`src/rtl/sfam_pkg.sv`:
```
// Shared types and constants for the sensor frame alarm monitor.
`timescale 1ns / 1ps

package sfam_pkg;

  localparam int unsigned NUM_CLASSES = 3;
  localparam int unsigned CFG_IDX_W   = 3;
  localparam int unsigned CFG_DATA_W  = 16;

  localparam logic [7:0] TYPE_PRESENCE = 8'd7;
  localparam logic [7:0] TYPE_CLIMATE  = 8'd10;
  localparam logic [7:0] TYPE_SMOKE    = 8'd11;
  localparam logic [7:0] DETECT_FLAG   = 8'h01;
  localparam logic [7:0] COUNT_MAX     = 8'hFF;

  localparam logic [15:0] HUM_HIGH_RST  = 16'd650;
  localparam logic [15:0] HUM_LOW_RST   = 16'd300;
  localparam logic [15:0] TEMP_HIGH_RST = 16'd380;
  localparam logic [15:0] TEMP_LOW_RST  = 16'd0;
  localparam logic [7:0]  SILENCE_RST   = 8'd20;

  typedef enum logic [1:0] {
    KIND_PRESENCE = 2'd0,
    KIND_CLIMATE  = 2'd1,
    KIND_SMOKE    = 2'd2,
    KIND_UNKNOWN  = 2'd3
  } kind_t;

  typedef enum logic [1:0] {
    ALERT_NONE = 2'd0,
    ALERT_HIGH = 2'd1,
    ALERT_LOW  = 2'd2
  } alert_t;

  typedef enum logic [CFG_IDX_W-1:0] {
    CFG_HUM_HIGH  = 3'd0,
    CFG_HUM_LOW   = 3'd1,
    CFG_TEMP_HIGH = 3'd2,
    CFG_TEMP_LOW  = 3'd3,
    CFG_SILENCE   = 3'd4,
    CFG_GUARD     = 3'd5
  } cfg_idx_t;

  // latch index of the armed_r store
  localparam int unsigned ARM_INTRUDER = 0;
  localparam int unsigned ARM_HUMIDITY = 1;
  localparam int unsigned ARM_TEMP     = 2;

  typedef struct packed {
    logic [7:0]  net_flag;
    logic [31:0] node_address;
    logic [31:0] root_address;
    logic [7:0]  node_state;
    logic [7:0]  channel;
    logic [7:0]  port_number;
    logic [7:0]  sensor_type;
    logic [7:0]  sensor_index;
    logic [7:0]  command_seq;
    logic [47:0] payload;
  } frame_t;

  typedef struct packed {
    logic [1:0]  sensor_kind;
    logic        detected;
    logic [15:0] humidity_tenths;
    logic [15:0] temperature_tenths;
    logic [1:0]  humidity_alert;
    logic [1:0]  temperature_alert;
    logic        intruder_alert;
    logic        log_record;
    logic        climate_silent;
    logic        presence_silent;
    logic        smoke_silent;
  } result_t;

  typedef struct packed {
    cfg_idx_t                index;
    logic [CFG_DATA_W-1:0]   wdata;
  } cfg_wr_t;

endpackage

```
`src/rtl/sfam_if.sv`:
```
// Handshake channel interfaces for frames, results and register writes.
`timescale 1ns / 1ps

interface sfam_frame_if;
  logic              valid;
  logic              ready;
  sfam_pkg::frame_t  data;
  modport source (output valid, output data, input ready);
  modport sink   (input valid, input data, output ready);
endinterface

interface sfam_result_if;
  logic              valid;
  logic              ready;
  sfam_pkg::result_t data;
  modport source (output valid, output data, input ready);
  modport sink   (input valid, input data, output ready);
endinterface

interface sfam_cfg_if;
  logic              valid;
  logic              ready;
  sfam_pkg::cfg_wr_t data;
  modport source (output valid, output data, input ready);
  modport sink   (input valid, input data, output ready);
endinterface

```
`src/rtl/sensor_frame_alarm_monitor_top.sv`:
```
// Sensor frame alarm monitor: classify frames, track silence, fire alerts, flag changes.
`timescale 1ns / 1ps

// Usage:
//   in_bus  : one decoded radio frame per beat (valid/ready).
//   out_bus : one result per frame, in order (valid/ready).
//   cfg_bus : register writes, index 0..5 as humidity high/low, temperature
//             high/low, silence limit, guard mode; other indexes are dropped.
//             Always ready; write only while no frame is in flight.
// Timing: a frame lands in the input register on the beat, and its result is
//   registered in the output register when the update stage advances.
//   Throughput is one frame per cycle while out_ready is high, set by the single
//   update stage between the input register and the result register, where all
//   per-class counters, latches and stored frames are updated together.
// Stall: while out_ready is low the result holds; one more frame may wait in
//   the input register, then in_ready drops.
// Reset (rst_n low, synchronous): registers return to their reset limits,
//   counters clear, every class is marked first-frame and every alert latch
//   re-arms. Stored previous frames are not cleared; a class's first frame
//   overwrites them before they are compared.
module sensor_frame_alarm_monitor_top (
  input  logic           clk,
  input  logic           rst_n,
  sfam_frame_if.sink     in_bus,
  sfam_result_if.source  out_bus,
  sfam_cfg_if.sink       cfg_bus
);
  import sfam_pkg::*;

  // configuration registers
  logic [15:0] hum_high_r, hum_low_r, temp_high_r, temp_low_r;
  logic [7:0]  silence_r;
  logic        guard_r;

  // pipeline
  logic    s1_valid_r;
  frame_t  s1_data_r;
  logic    out_valid_r;
  result_t out_data_r;
  logic    advance;
  logic    move;

  // per-class state
  logic [7:0]  cnt_r     [NUM_CLASSES];
  logic [7:0]  cnt_nxt   [NUM_CLASSES];
  logic [NUM_CLASSES-1:0] first_r, first_nxt;
  logic [NUM_CLASSES-1:0] armed_r, armed_nxt;
  logic [63:0] prev_addr_r [NUM_CLASSES];
  logic [55:0] prev_ctrl_r [NUM_CLASSES];
  logic [47:0] prev_pay_r  [NUM_CLASSES];

  // update logic signals
  result_t     res_nxt;
  kind_t       kind;
  logic [1:0]  kidx;
  logic        known;
  logic        det;
  logic [15:0] hum, temp;
  logic [63:0] cur_addr;
  logic [55:0] cur_ctrl;
  logic [NUM_CLASSES-1:0] silent;
  alert_t      hum_code, temp_code;

  assign advance       = !out_valid_r || out_bus.ready;
  assign move          = s1_valid_r && advance;
  assign in_bus.ready  = !s1_valid_r || advance;
  assign out_bus.valid = out_valid_r;
  assign out_bus.data  = out_data_r;
  assign cfg_bus.ready = 1'b1;

  always_ff @(posedge clk) begin
    if (!rst_n) begin
      hum_high_r  <= HUM_HIGH_RST;
      hum_low_r   <= HUM_LOW_RST;
      temp_high_r <= TEMP_HIGH_RST;
      temp_low_r  <= TEMP_LOW_RST;
      silence_r   <= SILENCE_RST;
      guard_r     <= 1'b0;
    end else if (cfg_bus.valid) begin
      case (cfg_bus.data.index)
        CFG_HUM_HIGH:  hum_high_r  <= cfg_bus.data.wdata;
        CFG_HUM_LOW:   hum_low_r   <= cfg_bus.data.wdata;
        CFG_TEMP_HIGH: temp_high_r <= cfg_bus.data.wdata;
        CFG_TEMP_LOW:  temp_low_r  <= cfg_bus.data.wdata;
        CFG_SILENCE:   silence_r   <= cfg_bus.data.wdata[7:0];
        CFG_GUARD:     guard_r     <= cfg_bus.data.wdata[0];
        default: ;
      endcase
    end
  end

  function automatic alert_t level_code(input logic [15:0] v, input logic [15:0] hi,
                                        input logic [15:0] lo);
    alert_t c;
    c = ALERT_NONE;
    if (v > hi) begin
      c = ALERT_HIGH;
    end else if (v < lo) begin
      c = ALERT_LOW;
    end
    return c;
  endfunction

  always_comb begin
    case (s1_data_r.sensor_type)
      TYPE_PRESENCE: kind = KIND_PRESENCE;
      TYPE_CLIMATE:  kind = KIND_CLIMATE;
      TYPE_SMOKE:    kind = KIND_SMOKE;
      default:       kind = KIND_UNKNOWN;
    endcase
  end

  assign kidx      = kind;
  assign known     = (kind != KIND_UNKNOWN);
  assign det       = (s1_data_r.payload[7:0] == DETECT_FLAG);
  assign hum       = s1_data_r.payload[31:16];
  assign temp      = s1_data_r.payload[15:0];
  assign cur_addr  = {s1_data_r.node_address, s1_data_r.root_address};
  assign cur_ctrl  = {s1_data_r.net_flag, s1_data_r.node_state, s1_data_r.channel,
                      s1_data_r.port_number, s1_data_r.sensor_type,
                      s1_data_r.sensor_index, s1_data_r.command_seq};
  assign hum_code  = level_code(hum, hum_high_r, hum_low_r);
  assign temp_code = level_code(temp, temp_high_r, temp_low_r);

  always_comb begin
    res_nxt   = '0;
    first_nxt = first_r;
    armed_nxt = armed_r;

    // saturating count, silent test after increment, own class clears
    for (int i = 0; i < NUM_CLASSES; i++) begin
      cnt_nxt[i] = (cnt_r[i] == COUNT_MAX) ? COUNT_MAX : cnt_r[i] + 8'd1;
      silent[i]  = (cnt_nxt[i] > silence_r);
      if (known && (kidx == i[1:0])) begin
        cnt_nxt[i] = '0;
      end
    end

    res_nxt.sensor_kind     = kind;
    res_nxt.climate_silent  = silent[KIND_CLIMATE];
    res_nxt.presence_silent = silent[KIND_PRESENCE];
    res_nxt.smoke_silent    = silent[KIND_SMOKE];

    case (kind)
      KIND_PRESENCE: begin
        res_nxt.detected = det;
        if (det) begin
          if (guard_r && armed_r[ARM_INTRUDER]) begin
            res_nxt.intruder_alert  = 1'b1;
            armed_nxt[ARM_INTRUDER] = 1'b0;
          end
        end else begin
          armed_nxt[ARM_INTRUDER] = 1'b1;
        end
      end
      KIND_CLIMATE: begin
        res_nxt.humidity_tenths    = hum;
        res_nxt.temperature_tenths = temp;
        if (hum_code == ALERT_NONE) begin
          armed_nxt[ARM_HUMIDITY] = 1'b1;
        end else if (armed_r[ARM_HUMIDITY]) begin
          res_nxt.humidity_alert  = hum_code;
          armed_nxt[ARM_HUMIDITY] = 1'b0;
        end
        if (temp_code == ALERT_NONE) begin
          armed_nxt[ARM_TEMP] = 1'b1;
        end else if (armed_r[ARM_TEMP]) begin
          res_nxt.temperature_alert = temp_code;
          armed_nxt[ARM_TEMP]       = 1'b0;
        end
      end
      KIND_SMOKE: begin
        res_nxt.detected = det;
      end
      default: ;
    endcase

    if (known) begin
      // a first frame only seeds the store and never logs
      res_nxt.log_record = !first_r[kidx] &&
                           ((prev_addr_r[kidx] != cur_addr) ||
                            (prev_ctrl_r[kidx] != cur_ctrl) ||
                            (prev_pay_r[kidx]  != s1_data_r.payload));
      first_nxt[kidx] = 1'b0;
    end
  end

  always_ff @(posedge clk) begin
    if (!rst_n) begin
      s1_valid_r  <= 1'b0;
      out_valid_r <= 1'b0;
      first_r     <= '1;
      armed_r     <= '1;
      for (int i = 0; i < NUM_CLASSES; i++) begin
        cnt_r[i] <= '0;
      end
    end else begin
      if (in_bus.ready) begin
        s1_valid_r <= in_bus.valid;
      end
      if (advance) begin
        out_valid_r <= s1_valid_r;
      end
      if (move) begin
        first_r <= first_nxt;
        armed_r <= armed_nxt;
        for (int i = 0; i < NUM_CLASSES; i++) begin
          cnt_r[i] <= cnt_nxt[i];
        end
      end
    end
  end

  // payload registers and stored frames
  always_ff @(posedge clk) begin
    if (in_bus.valid && in_bus.ready) begin
      s1_data_r <= in_bus.data;
    end
    if (move) begin
      out_data_r <= res_nxt;
      if (known) begin
        prev_addr_r[kidx] <= cur_addr;
        prev_ctrl_r[kidx] <= cur_ctrl;
        prev_pay_r[kidx]  <= s1_data_r.payload;
      end
    end
  end

`ifndef ASSERT_OFF
  a_intruder_only_presence: assert property (@(posedge clk) disable iff (!rst_n)
    out_valid_r && out_data_r.intruder_alert |->
      (out_data_r.sensor_kind == KIND_PRESENCE) && out_data_r.detected)
    else $error("intruder alert on a frame without presence detection");

  a_log_known_kind: assert property (@(posedge clk) disable iff (!rst_n)
    out_valid_r && out_data_r.log_record |-> (out_data_r.sensor_kind != KIND_UNKNOWN))
    else $error("log record flagged for an unknown sensor type");

  a_ready_only_when_full: assert property (@(posedge clk) disable iff (!rst_n)
    !in_bus.ready |-> s1_valid_r && out_valid_r && !out_bus.ready)
    else $error("input stalled while the pipeline has room");

  a_hum_latch_disarms: assert property (@(posedge clk) disable iff (!rst_n)
    move |=> (out_data_r.humidity_alert == ALERT_NONE) || !armed_r[ARM_HUMIDITY])
    else $error("humidity latch still armed after firing");

  a_own_count_clears: assert property (@(posedge clk) disable iff (!rst_n)
    move && (kind == KIND_CLIMATE) |=> (cnt_r[KIND_CLIMATE] == 8'd0) && !first_r[KIND_CLIMATE])
    else $error("climate frame did not clear its silence count");
`endif

endmodule

```
`src/flat_wrapper.sv`:
```
// flat-port wrapper written by rule: the top's interface ports become plain ports
module sensor_frame_alarm_monitor_top_flat import sfam_pkg::*;
  (clk, rst_n, in_bus_valid, in_bus_data, in_bus_ready, out_bus_valid, out_bus_data, out_bus_ready, cfg_bus_valid, cfg_bus_data, cfg_bus_ready);
  sfam_frame_if in_bus_i ();
  sfam_result_if out_bus_i ();
  sfam_cfg_if cfg_bus_i ();
  input  logic clk;
  input  logic rst_n;
  input wire logic [$bits(in_bus_i.valid)-1:0] in_bus_valid;
  input wire logic [$bits(in_bus_i.data)-1:0] in_bus_data;
  output wire logic [$bits(in_bus_i.ready)-1:0] in_bus_ready;
  output wire logic [$bits(out_bus_i.valid)-1:0] out_bus_valid;
  output wire logic [$bits(out_bus_i.data)-1:0] out_bus_data;
  input wire logic [$bits(out_bus_i.ready)-1:0] out_bus_ready;
  input wire logic [$bits(cfg_bus_i.valid)-1:0] cfg_bus_valid;
  input wire logic [$bits(cfg_bus_i.data)-1:0] cfg_bus_data;
  output wire logic [$bits(cfg_bus_i.ready)-1:0] cfg_bus_ready;
  assign in_bus_i.valid = in_bus_valid;
  assign in_bus_i.data = in_bus_data;
  assign in_bus_ready = in_bus_i.ready;
  assign out_bus_valid = out_bus_i.valid;
  assign out_bus_data = out_bus_i.data;
  assign out_bus_i.ready = out_bus_ready;
  assign cfg_bus_i.valid = cfg_bus_valid;
  assign cfg_bus_i.data = cfg_bus_data;
  assign cfg_bus_ready = cfg_bus_i.ready;
  sensor_frame_alarm_monitor_top u_core (.clk(clk), .rst_n(rst_n), .in_bus(in_bus_i), .out_bus(out_bus_i), .cfg_bus(cfg_bus_i));
endmodule
```
`config.mk`:
```
export PLATFORM = sky130hd
export DESIGN_NAME = sensor_frame_alarm_monitor_top_flat
export DESIGN_NICKNAME = d
export VERILOG_FILES = /design/src/rtl/sfam_pkg.sv /design/src/rtl/sfam_if.sv /design/src/rtl/sensor_frame_alarm_monitor_top.sv /design/src/flat_wrapper.sv
export SDC_FILE = /design/constraint.sdc
export NUM_CORES = 1
export LEC_CHECK = 0
export ABC_CLOCK_PERIOD_IN_PS = 12610
export BUFFER_PORTS_ARGS = -buffer_cell sky130_fd_sc_hd__buf_2
export CAP_MARGIN = 20
export CORE_MARGIN = 5
export CORE_UTILIZATION = 50
export CTS_CLUSTER_SIZE = 10
export DETAILED_ROUTE_END_ITERATION = 8
export PLACE_DENSITY = 0.68
export SYNTH_ARGS = -nofsm -noshare
export SYNTH_HDL_FRONTEND = slang
export SYNTH_SLANG_ARGS = --single-unit
```
`constraint.sdc`:
```
create_clock -name clk -period 12.61 [get_ports clk]
set_input_delay 1.8915 -clock clk [delete_from_list [all_inputs] [get_ports clk]]
set_output_delay 1.8915 -clock clk [all_outputs]
set_load 0.01 [all_outputs]
```
-- Yosys cells after proc, flatten, opt, wreduce, memory -nomap -nowiden
Memories as Yosys holds them, arrays and structs flattened.
Index checks and enable logic that the tools add are counted.
- register bits: 293
- bits in writable memories: 528
- input port bits: 192
- output and inout bits: 47
- logic and storage cells: 137
- memories kept: 4
- $add $sub $neg: 3
- order comparisons: 9
- equality and inequality tests: 19
- mux-type cells: 30
- bitwise operators: 8
- reduce and logical (&&, ||, !) cells: 32
- memory list (memory ; words ; bits a word ; read ports ; clocked after Yosys merged registers in ; write ports ; line ; text):
    u_core.prev_addr_r ; 3 ; 64 ; 1 ; 0 ; 1 ; sensor_frame_alarm_monitor_top.sv:48 ; logic [63:0] prev_addr_r [NUM_CLASSES];
    u_core.prev_ctrl_r ; 3 ; 56 ; 1 ; 0 ; 1 ; sensor_frame_alarm_monitor_top.sv:49 ; logic [55:0] prev_ctrl_r [NUM_CLASSES];
    u_core.prev_pay_r ; 3 ; 48 ; 1 ; 0 ; 1 ; sensor_frame_alarm_monitor_top.sv:50 ; logic [47:0] prev_pay_r [NUM_CLASSES];
    u_core.cnt_r ; 3 ; 8 ; 3 ; 0 ; 3 ; sensor_frame_alarm_monitor_top.sv:44 ; logic [7:0] cnt_r [NUM_CLASSES];
- operator list (kind ; number):
    2-to-1 mux 8 bit ; 9
    != test 64 bit ; 1
    != test 56 bit ; 1
    != test 48 bit ; 1
    > comparator 16 bit ; 2
    < comparator 16 bit ; 2
    adder 8 x 1 -> 8 bit, second input constant ; 3
    equality test 8 bit, second input constant ; 3
    > comparator 8 bit ; 3
    AND reduction 2 bit ; 9
    equality test 8 x 4 -> 1 bit, second input constant ; 2
    2-to-1 mux 1 bit ; 14
    equality test 8 x 1 -> 1 bit, second input constant ; 1
    equality test 8 x 3 -> 1 bit, second input constant ; 1
    logical AND 1 bit ; 8
    2-to-1 mux 2 bit ; 4
    equality test 3 x 2 -> 1 bit, second input constant ; 2
    equality test 3 bit, second input constant ; 2
    logical NOT 2 bit ; 3
    case mux 2 bit (3 select lines) ; 1
    OR reduction 3 bit ; 2
    logical OR 1 bit ; 4
    != test 2 bit, second input constant ; 2
    bitwise AND 3 bit ; 1
    other kinds (14) ; 20

-- Longest topological paths before layout
- depth in word-level cells: 8
- mapped depth: 15
- mapped depth without buffers: 14

-- Worst setup path before layout
Ideal clock, no wire load.
- path type: input to register
- from: input port out_bus_ready
- to: memory u_core.prev_addr_r[0][0], enable pin
- library setup time: 0.702 ns
- data arrival time: 9.221 ns
- data required time: 11.908 ns
- setup slack: 2.687 ns
- stages on the path: 3
- buffers on the path: 0
- path through: nor2b_1 nand2b_1 nor2_1
- cells in the longest elaborated chain, start to end: 4
- RTL lines (what ; line ; text):
    start: declaration ; flat_wrapper.sv:14 ; input wire logic [$bits(out_bus_i.ready)-1:0] out_bus_ready;
    logical OR 1 bit ; sensor_frame_alarm_monitor_top.sv:64 ; assign advance = !out_valid_r || out_bus.ready;
    logical AND 1 bit ; sensor_frame_alarm_monitor_top.sv:65 ; assign move = s1_valid_r && advance;
    2-to-1 mux 1 bit ; sensor_frame_alarm_monitor_top.sv:219 ; if (move) begin
    2-to-1 mux 1 bit (implied by the code) ; sensor_frame_alarm_monitor_top.sv:222 ; prev_addr_r[kidx] <= cur_addr;
    end: declaration ; sensor_frame_alarm_monitor_top.sv:48 ;
No other way between the ends.

-- Final worst setup path
- from: register u_core.s1_data_r (netlist bit u_core.cur_ctrl[20])
- to: register u_core.out_data_r (netlist bit u_core.out_bus.data[3]), data pin
- cells in the longest elaborated chain, start to end: 7
- elaborated cells between the ends (all ways): 17
- those cells by class: eq/ne: 7; mux: 3; reduce/logical: 4; memory: 3
- RTL lines (what ; line ; text):
    start: declaration ; sensor_frame_alarm_monitor_top.sv:37 ; frame_t s1_data_r;
    start signal: assignment ; sensor_frame_alarm_monitor_top.sv:217 ; s1_data_r <= in_bus.data;
    equality test 8 x 4 -> 1 bit / equality test 8 x 3 -> 1 bit (equally long branches) ; sensor_frame_alarm_monitor_top.sv:105 ; case (s1_data_r.sensor_type)
    case mux 2 bit (3 select lines) ; sensor_frame_alarm_monitor_top.sv:105 ;
    memory read (3 x 64 bit) / memory read (3 x 56 bit) (equally long branches) ; - ;
    != test 64 bit / != test 56 bit (equally long branches) ; sensor_frame_alarm_monitor_top.sv:181, sensor_frame_alarm_monitor_top.sv:182 ;
    logical OR 1 bit ; sensor_frame_alarm_monitor_top.sv:181 ; ((prev_addr_r[kidx] != cur_addr) ||
    logical OR 1 bit ; sensor_frame_alarm_monitor_top.sv:182 ; (prev_ctrl_r[kidx] != cur_ctrl) ||
    logical AND 1 bit ; sensor_frame_alarm_monitor_top.sv:180 ; res_nxt.log_record = !first_r[kidx] &&
    end signal: assignment ; sensor_frame_alarm_monitor_top.sv:220 ; out_data_r <= res_nxt;
    end: declaration ; sensor_frame_alarm_monitor_top.sv:39 ; result_t out_data_r;
Several ways; a longest one is shown, not always the timed one. The select of a mux whose other input is x is not followed.
A chain may end at the register's enable or synchronous reset.

==> metrics.md <==
| Metric | Value |
|---|---|
| Layout cells sized above 1 | `14.78%` |
| Depth of the worst register-to-register path | `12` |
| Fin area | `0.03769 sq mm` |
| Critical Path AT | `5780 ps` |
| Worst reg2reg path startpoint | `u_core.cur_ctrl[20]` |
| Final setup skew | `40.81 ps` |
| Area contributors post-synth | `edfxtp_1 67%, dfxtp_1 4.9%, ha_1 3.4%` |
| Gpl congestion | `0.8298` |
| Post-synth EDFFs | `740` |
| Clock Latency Late Sink | `650 ps` |
| Inst Count DP | `3335` |
| Top_reg_cell synth | `edfxtp_1` |
| Root buffer cell | `clkbuf_16` |
| Final Max Tran Viols | `0` |
| Part of the Yosys area used for sequential elements | `72.35%` |
| PostCTS Resize Cnt | `0` |
| Worst-margin pin slew | `1100 ps` |
| Fin crit period | `5420 ps` |
| Final WL | `79.30 mm` |
| Post-route insts no fill | `3477` |
| Total global routing overflow | `0` |
| H-tree depth | `3` |
| Post-synthesis cell area | `0.03295 sq mm` |
| Post-synthesis cell type count | `63` |
| Run status | `completed` |
| Clock power share | `42.0%` |
| Cts hold-fix bufs | `0` |
| Antenna violations before repair | `3` |
| Hold EP | `u_core.first_r[1]` |
| First DRT Iteration DRCs | `1914` |
| Post-synth top area share | `67.43%` |
| Antenna Nets Post-Route | `0` |
| Layout Area Growth over Synthesis | `14.38%` |
| Leakage | `13.22 nW` |
| WL/cell | `22.81 um` |
| Logic pwr share | `3.7%` |
| Die width | `266.7 um` |
| Vias per inst | `5.716` |
| Total Routing Usage GR | `21.78%` |
| Count of final hold-check violations | `0` |
| Initial Util | `50.30%` |
| Sequential power share | `54.3%` |
| Int Pwr | `4.505 mW` |
| DR pass1 iterations | `5` |
| Setup crit start kind | `flip-flop` |
| Setup crit end kind | `flip-flop` |
| First-pass GRT wire length | `118.8 mm` |
| Die ar. | `0.07114 sq mm` |
| Seq cells post-synth | `821` |
| Hold Path Depth | `2` |
| Max-cap violations | `0` |
| Placed inst area | `0.03503 sq mm` |
| Yosys warns | `0` |
| Slew HR | `26.66%` |
| Largest net degree at the start of global routing | `145` |
| Pwr Density | `151.1 mW/mm^2` |
| Worst flop-to-flop path endpoint | `u_core.out_bus.data[3]` |
| Post-CTS Setup Inserts | `0` |
| Most common cell in the netlist | `edfxtp_1` |
| Final TNS setup | `0 ps` |
| # DRC | `0` |
| Crit path max fanout | `115` |
| Hpwl dp | `50.08 mm` |
| Clk sink count | `821` |
| Num CTS Buffers | `94` |
| Vias | `19870` |
| P_sw | `1.191 mW` |
| Post-synth top area cell | `edfxtp_1` |
| Max IR drop VDD | `107.5 uV` |
| CTS tree | `done` |
| Sw frac | `20.90%` |
| Final setup viols | `0` |
| Post-synthesis async set-or-reset flop share | `0%` |
| Syn Inst Count | `2311` |
| Max Root-Sink Buffers | `3` |
| Chip height | `266.7 um` |
| Post-synth top cells | `740 x edfxtp_1, 270 x nand2_1, 155 x o21ai_0, 133 x o22ai_1, 89 x ha_1` |
| Placeable Area | `0.06551 sq mm` |
| Critical Path RT | `12970 ps` |
| Number of global-route vias before repair | `19920` |
| Clock transition at the registers of the reported paths | `50 ps` |
| Max frequency | `184.5 MHz` |
| PortBufs | `237` |
| Final period util | `42.98%` |
| Syn Area/Cell | `14.26 sq um` |
| Final net count | `2850` |
| Unrepaired setup endpoints after global routing | `no` |
| Setup CP Type | `flip-flop to flip-flop` |
| Cell row count | `94` |
| Synth Net Count | `2592` |
| R2r setup slk | `7190 ps` |
| Ports | `239` |
| HP Class | `flip-flop to flip-flop` |
| Hold Path Origin | `u_core.first_r[1]` |
==> cells by family (layout without fill, tap and decap cells) <==
| family | after synthesis | count (layout) | synth area share [%] |
|---|---|---|---|
| flip-flops | 821 | 821 | 72.35 |
| AND/OR/NAND/NOR | 546 | 546 | 7.837 |
| AO/OA/AOI/OAI | 504 | 504 | 9.613 |
| buffers and inverters | 177 | 478 | 2.183 |
| XOR/XNOR | 168 | 168 | 4.465 |
| adder cells (fa/ha/maj) | 89 | 89 | 3.379 |
| multiplexers | 5 | 5 | 0.1595 |
| other | 1 | 2 | 0.01138 |
==> worst max path at each step <==
stage	from	endpoint	slack, ps
after floorplan	out_bus_ready	u_core.prev_addr_r[0][0]	2690
after global placement	u_core.cur_ctrl[20]	u_core.out_bus.data[3]	7310
after detailed placement	u_core.cur_ctrl[20]	u_core.out_bus.data[3]	7150
after CTS	u_core.cur_ctrl[20]	u_core.out_bus.data[3]	7130
after global routing	u_core.cur_ctrl[20]	u_core.out_bus.data[3]	6930
final	u_core.cur_ctrl[20]	u_core.out_bus.data[3]	7190
==> final cells by class <==
cell class | instances | area (sq um)
well taps | 864 | 1081
multi-input cells | 1313 | 8433
clock inverters | 7 | 100.1
flip-flops and latches | 821 | 23840
fillers | 5046 | 27820
repair buffers | 261 | 1403
inverters | 78 | 305.3
diodes | 1 | 2.502
clock buffers | 132 | 2525
==> layout by cell type, fill, tap and decap left out, drive strengths merged, types with 5 or more instances in the layout <==
cell type / n
a31oi: 5
ha: 89
xor2: 86
and4: 7
nor3: 8
xnor2: 82
nand3: 25
a21o: 22
o211ai: 18
nand2b: 14
a21boi: 58
o22ai: 133
buf: 261
and2: 7
dfxtp: 81
nor2b: 21
o22a: 35
edfxtp: 740
nand2: 270
a21oi: 44
o21a: 9
nand4: 33
clkbuf: 132
nor4: 29
inv: 79
nor2: 78
and3: 36
o21ai: 165
==> worst max-delay path, stage by stage, from the launching register on <==
cell and delay, ps:
edfxtp_1 520, or4b_4 630, a211oi_4 170, buf_4 700
inv_6 470, buf_4 580, nand2_1 180, o21ai_0 120
xor2_1 210, nor4_1 420, nand3_1 230, nor4_1 700
a31oi_1 160
==> through the flow <==
stage	power (mW)	util [%]	worst slack, ps	hold WS (ps)
finish	5.695	57.54	7190	445.4
global route	5.886	57.53	6934	485.6
CTS	5.744	57.47	7133	451.4
detailed placement	3.355	53.47	7148	442.2
global placement	3.344	53.47	7313	443.3
floorplan	3.235	-	2687	422.1
==> power by group through the flow <==
stage / Sequential (mW) / Combinational (mW) / Clock, mW
2_1_floorplan: 3.12 / 0.112 / 0
3_3_place_gp: 3.14 / 0.202 / 0
3_5_place_dp: 3.15 / 0.209 / 0
4_1_cts: 3.09 / 0.211 / 2.44
5_1_grt: 3.10 / 0.233 / 2.56
6_report: 3.09 / 0.210 / 2.39
==> registers in the layout, summed over array words and instances, names as in the netlist, 24 cells and up <==
register	count
u_core.prev_ctrl_r	168
u_core.cur_ctrl	56
u_core.cur_addr	64
u_core.prev_addr_r	192
u_core.prev_pay_r	144
u_core.cnt_r	24
u_core.s1_data_r	32
u_core.out_bus.data	44
==> per-layer routing <==
metal  routed length [um]  track usage (%)
met5                    0                0
met3                 6026            4.452
met1                33230            30.70
met2                37180            33.99
met4                 2867            8.015
No activity file was read; power rests on OpenSTA's default activity.
